==> config.mk <==
export PLATFORM = sky130hd
export DESIGN_NAME = lru_page_replacement
export DESIGN_NICKNAME = d
export VERILOG_FILES = /design/src/lpr_pkg.sv /design/src/lru_page_replacement.sv
export SDC_FILE = /design/constraint.sdc
export NUM_CORES = 1
export LEC_CHECK = 0
export BUFFER_PORTS_ARGS = -buffer_cell sky130_fd_sc_hd__buf_4
export CAP_MARGIN = 20
export CORE_ASPECT_RATIO = 1.75
export CORE_UTILIZATION = 45
export CTS_CLUSTER_DIAMETER = 100
export DETAILED_ROUTE_END_ITERATION = 10
export MAX_ROUTING_LAYER = met4
export PLACE_DENSITY = 0.74
export RECOVER_POWER = 100
export SLEW_MARGIN = 20
export SYNTH_ARGS = -nofsm -noshare
export SYNTH_HDL_FRONTEND = slang
export SYNTH_SLANG_ARGS = --single-unit
==> constraint.sdc <==
create_clock -name clk -period 14.03 [get_ports clk]
set_clock_uncertainty 0.2 [all_clocks]
set_input_delay 2.1045 -clock clk [delete_from_list [all_inputs] [get_ports clk]]
set_output_delay 2.1045 -clock clk [all_outputs]
set_load 0.05 [all_outputs]
==> src/lpr_pkg.sv <==
// Shared constants and types for the LRU page replacement unit.
`default_nettype none
package lpr_pkg;

  localparam int FRAMES    = 8;
  localparam int PAGE_BITS = 16;
  localparam int IDX_BITS  = (FRAMES > 1) ? $clog2(FRAMES) : 1;
  localparam int CNT_BITS  = $clog2(FRAMES + 1);
  localparam int CAP_BITS  = 4;
  localparam int CMP_BITS  = (CNT_BITS > CAP_BITS) ? CNT_BITS : CAP_BITS;
  localparam int FAULT_BITS = 32;
  localparam int ADDR_BITS  = 3;
  localparam int DATA_BITS  = 32;

  localparam logic [CAP_BITS-1:0] CAP_RESET = CAP_BITS'(3);

  // register index taken from paddr[2]
  localparam logic REG_FRAME_CAPACITY = 1'b0;

  typedef logic [IDX_BITS-1:0]  idx_t;
  typedef logic [CNT_BITS-1:0]  cnt_t;
  typedef logic [CMP_BITS-1:0]  cmp_t;
  typedef logic [PAGE_BITS-1:0] page_t;

  typedef enum logic [1:0] {
    ST_IDLE,
    ST_SCAN,
    ST_COMMIT
  } state_t;

endpackage
`default_nettype wire

==> src/lru_page_replacement.sv <==
// Top level of the LRU page replacement unit: frame scan, recency update, APB register.
`default_nettype none
// One beat on the request side is one page reference; one beat on the response side
// reports hit or fault, the evicted page if any, and the saturating fault count. Page
// numbers live in a single-port synchronous RAM of FRAMES entries; recency ranks and
// valid bits sit in flops. The RAM is read one frame per cycle, the compare works on the
// registered read, and the commit state writes the new ranks and the RAM. The next
// reference is taken in the commit cycle, and while an earlier response still waits in
// the output register. The commit waits only if the output register is still full. The
// user writes frame_capacity (byte address 0, reset 3) only while the unit is idle; the
// block does not enforce it. 0 acts as 1 and values above FRAMES act as FRAMES.
module lru_page_replacement (
  input  wire logic                          clk,
  input  wire logic                          rst,
  input  wire logic                          req_valid,
  output logic                               req_stall,
  input  wire logic [lpr_pkg::PAGE_BITS-1:0] page_number,
  output logic                               rsp_valid,
  input  wire logic                          rsp_stall,
  output logic                               page_hit,
  output logic                               evict_valid,
  output logic [lpr_pkg::PAGE_BITS-1:0]      evicted_page,
  output logic [lpr_pkg::FAULT_BITS-1:0]     faults_so_far,
  input  wire logic                          psel,
  input  wire logic                          penable,
  input  wire logic                          pwrite,
  input  wire logic [lpr_pkg::ADDR_BITS-1:0] paddr,
  input  wire logic [lpr_pkg::DATA_BITS-1:0] pwdata,
  output logic [lpr_pkg::DATA_BITS-1:0]      prdata,
  output logic                               pready
);
  import lpr_pkg::*;

  state_t state, state_next;

  logic [CAP_BITS-1:0]   frame_capacity;
  page_t                 page_mem [FRAMES];
  page_t                 rd_page;
  logic [FRAMES-1:0]     frame_valid;
  idx_t                  frame_rec [FRAMES];
  logic [FAULT_BITS-1:0] fault_total;

  cnt_t  idx;
  page_t page_q;
  logic  hit_found;
  idx_t  hit_idx;
  idx_t  hit_rank;
  logic  victim_found;
  idx_t  victim_idx;
  idx_t  victim_rank;
  page_t victim_page;

  logic  req_accept, rsp_take, commit_go, cfg_write, scan_last, scan_data;
  cnt_t  idx_dec;
  idx_t  cmp_idx;
  cnt_t  valid_count;
  logic  free_found;
  idx_t  free_idx;
  cmp_t  cap_ext, cap_eff;
  logic  fill, evict;
  logic  mem_we;
  idx_t  mem_waddr;
  logic [FAULT_BITS-1:0] fault_next;
  idx_t  rec_next [FRAMES];
  logic [FRAMES-1:0]     valid_next;

  // configuration port
  assign pready    = 1'b1;
  assign cfg_write = psel && penable && pwrite && pready;

  always_ff @(posedge clk) begin
    if (rst) begin
      frame_capacity <= CAP_RESET;
    end else if (cfg_write && paddr[2] == REG_FRAME_CAPACITY) begin
      frame_capacity <= pwdata[CAP_BITS-1:0];
    end
  end

  always_comb begin
    prdata = '0;
    if (paddr[2] == REG_FRAME_CAPACITY) begin
      prdata = DATA_BITS'(frame_capacity);
    end
  end

  // handshake and sequencing
  assign rsp_take   = rsp_valid && !rsp_stall;
  assign req_accept = req_valid && !req_stall;
  assign scan_last  = (idx == cnt_t'(FRAMES));
  assign scan_data  = (state == ST_SCAN) && (idx != '0);
  assign idx_dec    = idx - cnt_t'(1);
  assign cmp_idx    = idx_dec[IDX_BITS-1:0];

  always_comb begin
    state_next = state;
    unique case (state)
      ST_IDLE: begin
        if (req_accept) state_next = ST_SCAN;
      end
      ST_SCAN: begin
        if (scan_last) state_next = ST_COMMIT;
      end
      ST_COMMIT: begin
        if (commit_go) state_next = req_accept ? ST_SCAN : ST_IDLE;
      end
      default: state_next = ST_IDLE;
    endcase
  end

  always_comb begin
    commit_go = 1'b0;
    req_stall = 1'b1;
    unique case (state)
      ST_IDLE: begin
        req_stall = 1'b0;
      end
      ST_SCAN: begin
        req_stall = 1'b1;
      end
      ST_COMMIT: begin
        commit_go = !rsp_valid || !rsp_stall;
        req_stall = !commit_go;
      end
      default: begin
        req_stall = 1'b1;
      end
    endcase
  end

  always_ff @(posedge clk) begin
    if (rst) state <= ST_IDLE;
    else     state <= state_next;
  end

  // page RAM
  always_ff @(posedge clk) begin
    if (mem_we) page_mem[mem_waddr] <= page_q;
    else        rd_page <= page_mem[idx[IDX_BITS-1:0]];
  end

  // scan: one frame per cycle, compare against the registered read
  always_ff @(posedge clk) begin
    if (rst) begin
      idx          <= '0;
      hit_found    <= 1'b0;
      victim_found <= 1'b0;
    end else if (req_accept) begin
      idx          <= '0;
      hit_found    <= 1'b0;
      victim_found <= 1'b0;
    end else if (state == ST_SCAN) begin
      idx <= idx + cnt_t'(1);
      if (scan_data && frame_valid[cmp_idx]) begin
        if (!hit_found && rd_page == page_q) begin
          hit_found <= 1'b1;
        end
        if (!victim_found || frame_rec[cmp_idx] > victim_rank) begin
          victim_found <= 1'b1;
        end
      end
    end
  end

  always_ff @(posedge clk) begin
    if (req_accept) begin
      page_q <= page_number[PAGE_BITS-1:0];
    end
    if (scan_data && frame_valid[cmp_idx]) begin
      if (!hit_found && rd_page == page_q) begin
        hit_idx  <= cmp_idx;
        hit_rank <= frame_rec[cmp_idx];
      end
      if (!victim_found || frame_rec[cmp_idx] > victim_rank) begin
        victim_idx  <= cmp_idx;
        victim_rank <= frame_rec[cmp_idx];
        victim_page <= rd_page;
      end
    end
  end

  // commit decision
  always_comb begin
    valid_count = '0;
    free_found  = 1'b0;
    free_idx    = '0;
    for (int k = FRAMES - 1; k >= 0; k--) begin
      valid_count = valid_count + cnt_t'(frame_valid[k]);
      if (!frame_valid[k]) begin
        free_found = 1'b1;
        free_idx   = idx_t'(k);
      end
    end
  end

  always_comb begin
    cap_ext = cmp_t'(frame_capacity);
    cap_eff = cap_ext;
    if (cap_ext == '0) begin
      cap_eff = cmp_t'(1);
    end else if (cap_ext > cmp_t'(FRAMES)) begin
      cap_eff = cmp_t'(FRAMES);
    end
  end

  assign fill  = !hit_found && free_found && (cmp_t'(valid_count) < cap_eff);
  assign evict = !hit_found && !fill && victim_found;

  assign mem_we    = commit_go && (fill || evict);
  assign mem_waddr = fill ? free_idx : victim_idx;

  always_comb begin
    fault_next = fault_total;
    if (!hit_found && fault_total != '1) begin
      fault_next = fault_total + FAULT_BITS'(1);
    end
  end

  // recency ageing, all frames in parallel
  always_comb begin
    valid_next = frame_valid;
    for (int k = 0; k < FRAMES; k++) begin
      rec_next[k] = frame_rec[k];
      if (frame_valid[k] && (!hit_found || frame_rec[k] < hit_rank)) begin
        rec_next[k] = frame_rec[k] + idx_t'(1);
      end
    end
    if (hit_found) begin
      rec_next[hit_idx] = '0;
    end else if (fill) begin
      rec_next[free_idx]   = '0;
      valid_next[free_idx] = 1'b1;
    end else if (evict) begin
      rec_next[victim_idx] = '0;
    end
  end

  always_ff @(posedge clk) begin
    if (rst) begin
      frame_valid <= '0;
      fault_total <= '0;
      for (int k = 0; k < FRAMES; k++) frame_rec[k] <= '0;
    end else if (commit_go) begin
      frame_valid <= valid_next;
      fault_total <= fault_next;
      for (int k = 0; k < FRAMES; k++) frame_rec[k] <= rec_next[k];
    end
  end

  // response register
  always_ff @(posedge clk) begin
    if (rst) begin
      rsp_valid <= 1'b0;
    end else if (commit_go) begin
      rsp_valid <= 1'b1;
    end else if (rsp_take) begin
      rsp_valid <= 1'b0;
    end
  end

  always_ff @(posedge clk) begin
    if (commit_go) begin
      page_hit      <= hit_found;
      evict_valid   <= evict;
      evicted_page  <= evict ? victim_page : '0;
      faults_so_far <= fault_next;
    end
  end

  a_hit_rank_zero: assert property (@(posedge clk) disable iff (rst)
    commit_go && hit_found |=> frame_rec[$past(hit_idx)] == '0)
    else $error("hit frame not made most recent");

  a_valid_sticky: assert property (@(posedge clk) disable iff (rst)
    !$past(rst) |-> (frame_valid & $past(frame_valid)) == $past(frame_valid))
    else $error("resident frame dropped");

  a_evict_on_fault: assert property (@(posedge clk) disable iff (rst)
    rsp_valid && evict_valid |-> !page_hit)
    else $error("eviction reported on a hit");

  a_fault_monotonic: assert property (@(posedge clk) disable iff (rst)
    commit_go |=> fault_total >= $past(fault_total))
    else $error("fault count went down");

endmodule
`default_nettype wire

# == Yosys cells after proc, flatten, opt, wreduce, memory -nomap -nowiden ==
# Memory sizes are Yosys's and may differ from the RTL's. A register that Yosys moved wholly into a read port is not among the register bits.
# Index checks and enable logic that the tools add are counted.
# totals
register_bits,147
ramBits,152
out_inout_bits,85
mem_count,2
# op_classes
addsub,18
n_lt_le_gt_ge,20
n_eq_ne,8
muxes,66
bitwise_logic,20
n_reduce_logical,56
# memory_table
memory,depth,word_bits,read_ports,rd_ports_with_merged_regs,write_ports,line,source
page_mem,8,16,1,1,1,lru_page_replacement.sv:37,page_t page_mem [FRAMES];
frame_rec,8,3,9,0,8,lru_page_replacement.sv:40,idx_t frame_rec [FRAMES];
# ops
cell,count
3-bit two-way mux,28
24-bit AND,3
24-bit two-way mux,3
24-bit NOT,3
"32-bit by 1-bit adder with 32-bit output, second input constant",1
32-bit two-way mux,1
"32-bit != test, second input constant",1
3-bit demux with 3-bit select,3
1-bit logical AND,26
"3-bit by 1-bit adder with 3-bit output, second input constant",8
3-bit < comparator,8
1-bit two-way mux,21
4-bit by 1-bit adder with 4-bit output,4
16-bit == test,1
"4-bit greater-or-equal comparator, second input constant",3
"4-bit by 1-bit < comparator with 1-bit output, second input constant",3
4-bit two-way mux,3
3-bit NOT with 4-bit output,3
3-bit AND reduction,4
1-bit logical OR,11
1-bit zero test,8
"3-bit by 4-bit < comparator with 1-bit output, second input constant",2
1-bit bitwise OR,8
8-bit bitwise OR,1
other kinds (25),31

# == Depth between registers and ports, before layout ==
# logic_depth
ltp_word,18
ltp_mapped,16

# == Least setup slack after synthesis ==
# Ideal clock, no wire load.
# synth_path
kind,input to register
from,input rsp_stall
to,"register rd_page[0], read port of page_mem, enable pin"
setup_time_ns,0.631
arrival_time_ns,6.499
required_ns,13.199
path_slack_ns,6.701
stages,2
cell_sequence,a21oi_1 > o21ai_0
# synth_between
elab_chain_cells,5
# synth_rtl
item,line,source
start: declaration,lru_page_replacement.sv:19,"input wire logic rsp_stall,"
1-bit zero test,lru_page_replacement.sv:121,commit_go = !rsp_valid || !rsp_stall;
1-bit logical OR,lru_page_replacement.sv:121,
1-bit two-way mux,lru_page_replacement.sv:113,unique case (state)
1-bit logical AND,lru_page_replacement.sv:208,assign mem_we = commit_go && (fill || evict);
1-bit zero test (no source line),-,
end: declaration,lru_page_replacement.sv:38,page_t rd_page;
# No other way between the ends.
# A chain may end at the register's enable or synchronous reset.

# == Final worst setup path ==
# layout_path
from,register idx[0]
to,"register victim_rank[1], read port of frame_rec, enable pin"
# layout_between
elab_chain_cells,5
elab_cells_between_ends,10
# layout_rtl
item,line,source
start: declaration,lru_page_replacement.sv:43,cnt_t idx;
start signal: assignment,lru_page_replacement.sv:152,idx <= idx + cnt_t'(1);
3-bit by 1-bit subtractor with 3-bit output *,lru_page_replacement.sv:91,assign idx_dec = idx - cnt_t'(1);
via idx_dec[0],lru_page_replacement.sv:54,cnt_t idx_dec;
memory 8 x 3 bit / 1-bit binary-select mux with 3-bit select (equally long branches),-,
3-bit > comparator / 1-bit two-way mux (equally long branches),"lru_page_replacement.sv:173, lru_page_replacement.sv:168",
1-bit logical OR / 1-bit logical AND (equally long branches),"lru_page_replacement.sv:173, lru_page_replacement.sv:168",
2-bit AND reduction (no source line) *,-,
end: declaration,lru_page_replacement.sv:50,idx_t victim_rank;
# Mark *: on every way through the listed nets, which the timed path passes. The rest lies on a longest branch. The select of a mux whose other input is x is not followed.

==> out/metrics.yaml <==
status: "finished with violations"
violations: "max-capacitance violations, max-slew violations"
place_ws_ns: 7.474
cp-end-kind: "register"
gp_congestion: 0.8819
finalHoldViolations: 0
root_buffer: "clkbuf_16"
drc: 0
yosysSeqAreaShare: 0.6214
grt_first_pass_wirelength_um: 47750
synth_compound_area_frac: 0.06661
slew_viol_final: 231
overflow: 0
ant_nets: 0
num_vias: 8771
path_buf_inv: 3
gr-usage-met3: 0.02422
nFillCells: 2687
area_growth_pct: 11.51
cp.depth: 11
num_rows: 86
totalWireLength_um: 30800
drt_pre_antenna_iters: 5
grt_max_degree: 57
fin_crit_ns: 7.660
whs_path_depth: 0
ys_async_sr_fraction: 0
grt_use_met2: 0.3610
avgViaCountPerCell: 5.648
cp_top_family: "buffers and inverters"
synth_edf_count: 262
hold_slack_ns: 0.2685
p_seq_frac: 0.531
cts_tree: "done"
final.period_utilization: 0.5460
clkPwrFrac: 0.428
fmax_mhz: 130.6
synthMuxAreaShare: 0.08812
synth_area_um2: 14370
cp_data_required_time_ns: 14.01
port_buffers: 83
initial_utilization: 0.4573
clk_pin_slew_ns: 0.07
synth_top_area_share: 0.5475
clk_path_buf_depth: 3
worstSetupPathType: "register to register"
yosysWarnings: 0
p_int_mw: 1.526
crit_chain: "clkbuf_1 > inv_1 > ha_1 > mux4_2 > mux2_1 > ha_1 > nor2b_1 > o21a_1 > o21ai_0 > a21boi_2 > clkbuf_1"
synth_adder_area_share: 0.03692
antenna_found_initial: 0
synth_cell_type_count: 62
synth_top_area_cell: "edfxtp_1"
post_cts_resized: 0
dp.final_hpwl_um: 20610
synth-xor-area-share: 0.04267
drive_gt1_frac: 0.1322
grt_pass1_vias: 8717
grt_util_all_layers: 0.1996
synth_area_leaders: "edfxtp_1 (55%), dfxtp_1 (7.4%), mux4_2 (6.3%)"
die_w_um: 137.1
syn_inst: 1049
slew-limit-headroom: -1.508
clock_sinks: 315
maxCapViolCount: 6
synth-main-ff-cell: "edfxtp_1"
die_h_um: 238.4
cp.arrival_ns: 7.64
rsz0062_at_grt: "false"
ioPinCount: 143
worstMarginPinSlew_ns: 3.762
drt_iter0_markers: 503
coreArea_um2: 31420
ys_seq_elements: 315
htreeDepth: 1
reg2reg_depth: 11
use_met1: 0.2114
holdBufCountCts: 0
synth-simple-area-share: 0.1078
max_stage_delay_ns: 2.64
p_sw_uw: 419.6
cts_setup_buffers: 0
synth_top_family_by_area: "simple AND/OR/NAND/NOR gates"
hp-class: "register to register"
antenna_cells: 0
combPwrFrac: 0.041
fin_ws_ns: 6.370
finalNonFillerCells: 1553
slowest_stage: "clkbuf_1"
cp_max_fo: 44
synth.avg_cell_area_um2: 13.70
p_per_area_nw_per_um2: 121.4
cp-start-kind: "register"
die-area_um2: 32680
swShare: 0.2156
wl_per_cell_um: 19.83
fin_tns_setup_ns: 0
peakVddDrop_mv: 0.1188
cts_buffers: 29
final_nets: 1233
place_inst: 1500
clk_latency_ns: 0.59
grt-busiest-layer: "met2"
setup_viol: 0
totalPowerFinal_mw: 1.946
power_leakage_nw: 5.484
==> cells by family after synthesis <==
logic type               count (synthesis)
XOR/XNOR                                70
AO/OA/AOI/OAI                          150
adder cells (fa/ha/maj)                 40
other                                    2
flip-flops                             315
multiplexers                            74
buffers and inverters                  100
AND/OR/NAND/NOR                        298
==> per-stage QoR <==
step	util	cell area, µm²
4_1_cts	0.5196	16330
3_3_place_gp	0.4875	15320
3_5_place_dp	0.4875	15320
6_report	0.5100	16020
2_1_floorplan	-	14470
5_1_grt	0.5100	16020
==> state kept, by name, indices dropped and copies added, names as in the netlist, 4 cells and up <==
register and flops:
cap_ext 4, evicted_page 16, fault_total 32, faults_so_far 32
frame_rec 24, frame_valid 8, idx 4, page_mem 128
page_q 16, rd_page 16, victim_page 16
==> final timing paths <==
path / start / to / slack (ns)
worst max register to register: idx[0]$_SDFFE_PP0N_ / victim_rank[1]$_DFFE_PP_ / 6.37
worst min-delay path: rd_page[2]$_DFFE_PN_ / victim_page[2]$_DFFE_PP_ / 0.27
worst max-delay path: idx[0]$_SDFFE_PP0N_ / victim_rank[1]$_DFFE_PP_ / 6.37
worst min register to register: rd_page[2]$_DFFE_PN_ / victim_page[2]$_DFFE_PP_ / 0.27
==> power by group through the flow <==
stage	combinational (mW)	clock [mW]	sequential, mW
after global placement	0.0791	0	1.05
after floorplan	0.0675	0	1.05
after detailed placement	0.0810	0	1.05
after global routing	0.0873	0.884	1.03
after CTS	0.0815	0.849	1.03
final	0.0802	0.832	1.03
==> cell usage in the layout (no fill, tap or decap), types with 13 or more instances in the layout <==
cell / n
nand2b_1: 14
mux4_2: 40
ha_1: 36
nand3_1: 23
xnor2_1: 31
nand2_1: 56
nor2_1: 79
mux2_2: 17
a21oi_1: 51
edfxtp_1: 262
conb_1: 29
inv_1: 29
xor2_1: 39
dfxtp_1: 52
nand4_1: 21
and3_1: 22
clkbuf_4: 16
nor2b_1: 13
clkbuf_16: 29
o21ai_0: 35
or3_1: 18
mux2i_1: 14
clkbuf_1: 73
==> cell type report <==
type                    instances  area (µm²)  share of cell area
clock buffers                  30       729.5             0.04553
multi-input cells             661        5006              0.3124
repair buffers                 99       473.0             0.02952
inverters                      29       108.9            0.006794
flip-flops and latches        315        8930              0.5573
well taps                     396       495.5             0.03092
clock inverters                23       280.3             0.01749
==> synth_stat cells, types with 5 or more instances <==
| master | n |
|---|---|
| o2111ai_1 | 9 |
| ha_1 | 36 |
| buf_1 | 7 |
| mux2i_1 | 14 |
| or3_1 | 18 |
| or2_2 | 5 |
| a31oi_1 | 11 |
| o211ai_1 | 11 |
| edfxtp_1 | 262 |
| buf_2 | 6 |
| clkbuf_1 | 24 |
| xor2_1 | 39 |
| and2_1 | 5 |
| buf_4 | 29 |
| a21oi_1 | 51 |
| nor4_1 | 7 |
| xnor2_1 | 31 |
| nor3_1 | 10 |
| nand3_1 | 23 |
| inv_1 | 29 |
| nand2_1 | 56 |
| and3_1 | 22 |
| nor2_1 | 79 |
| nand4_1 | 21 |
| mux2_2 | 20 |
| dfxtp_1 | 53 |
| mux4_2 | 40 |
| nand2b_1 | 14 |
| o21ai_0 | 35 |
| nor2b_1 | 14 |
==> metal layers <==
metal,share of wire,wire length (µm),vias up
met4,0.044,1347,0
met1,0.36,11170,4313
met3,0.042,1286,78
li1,-,-,4096
met5,0,0,-
met2,0.55,17000,284
(Power assumes the default switching activity.)
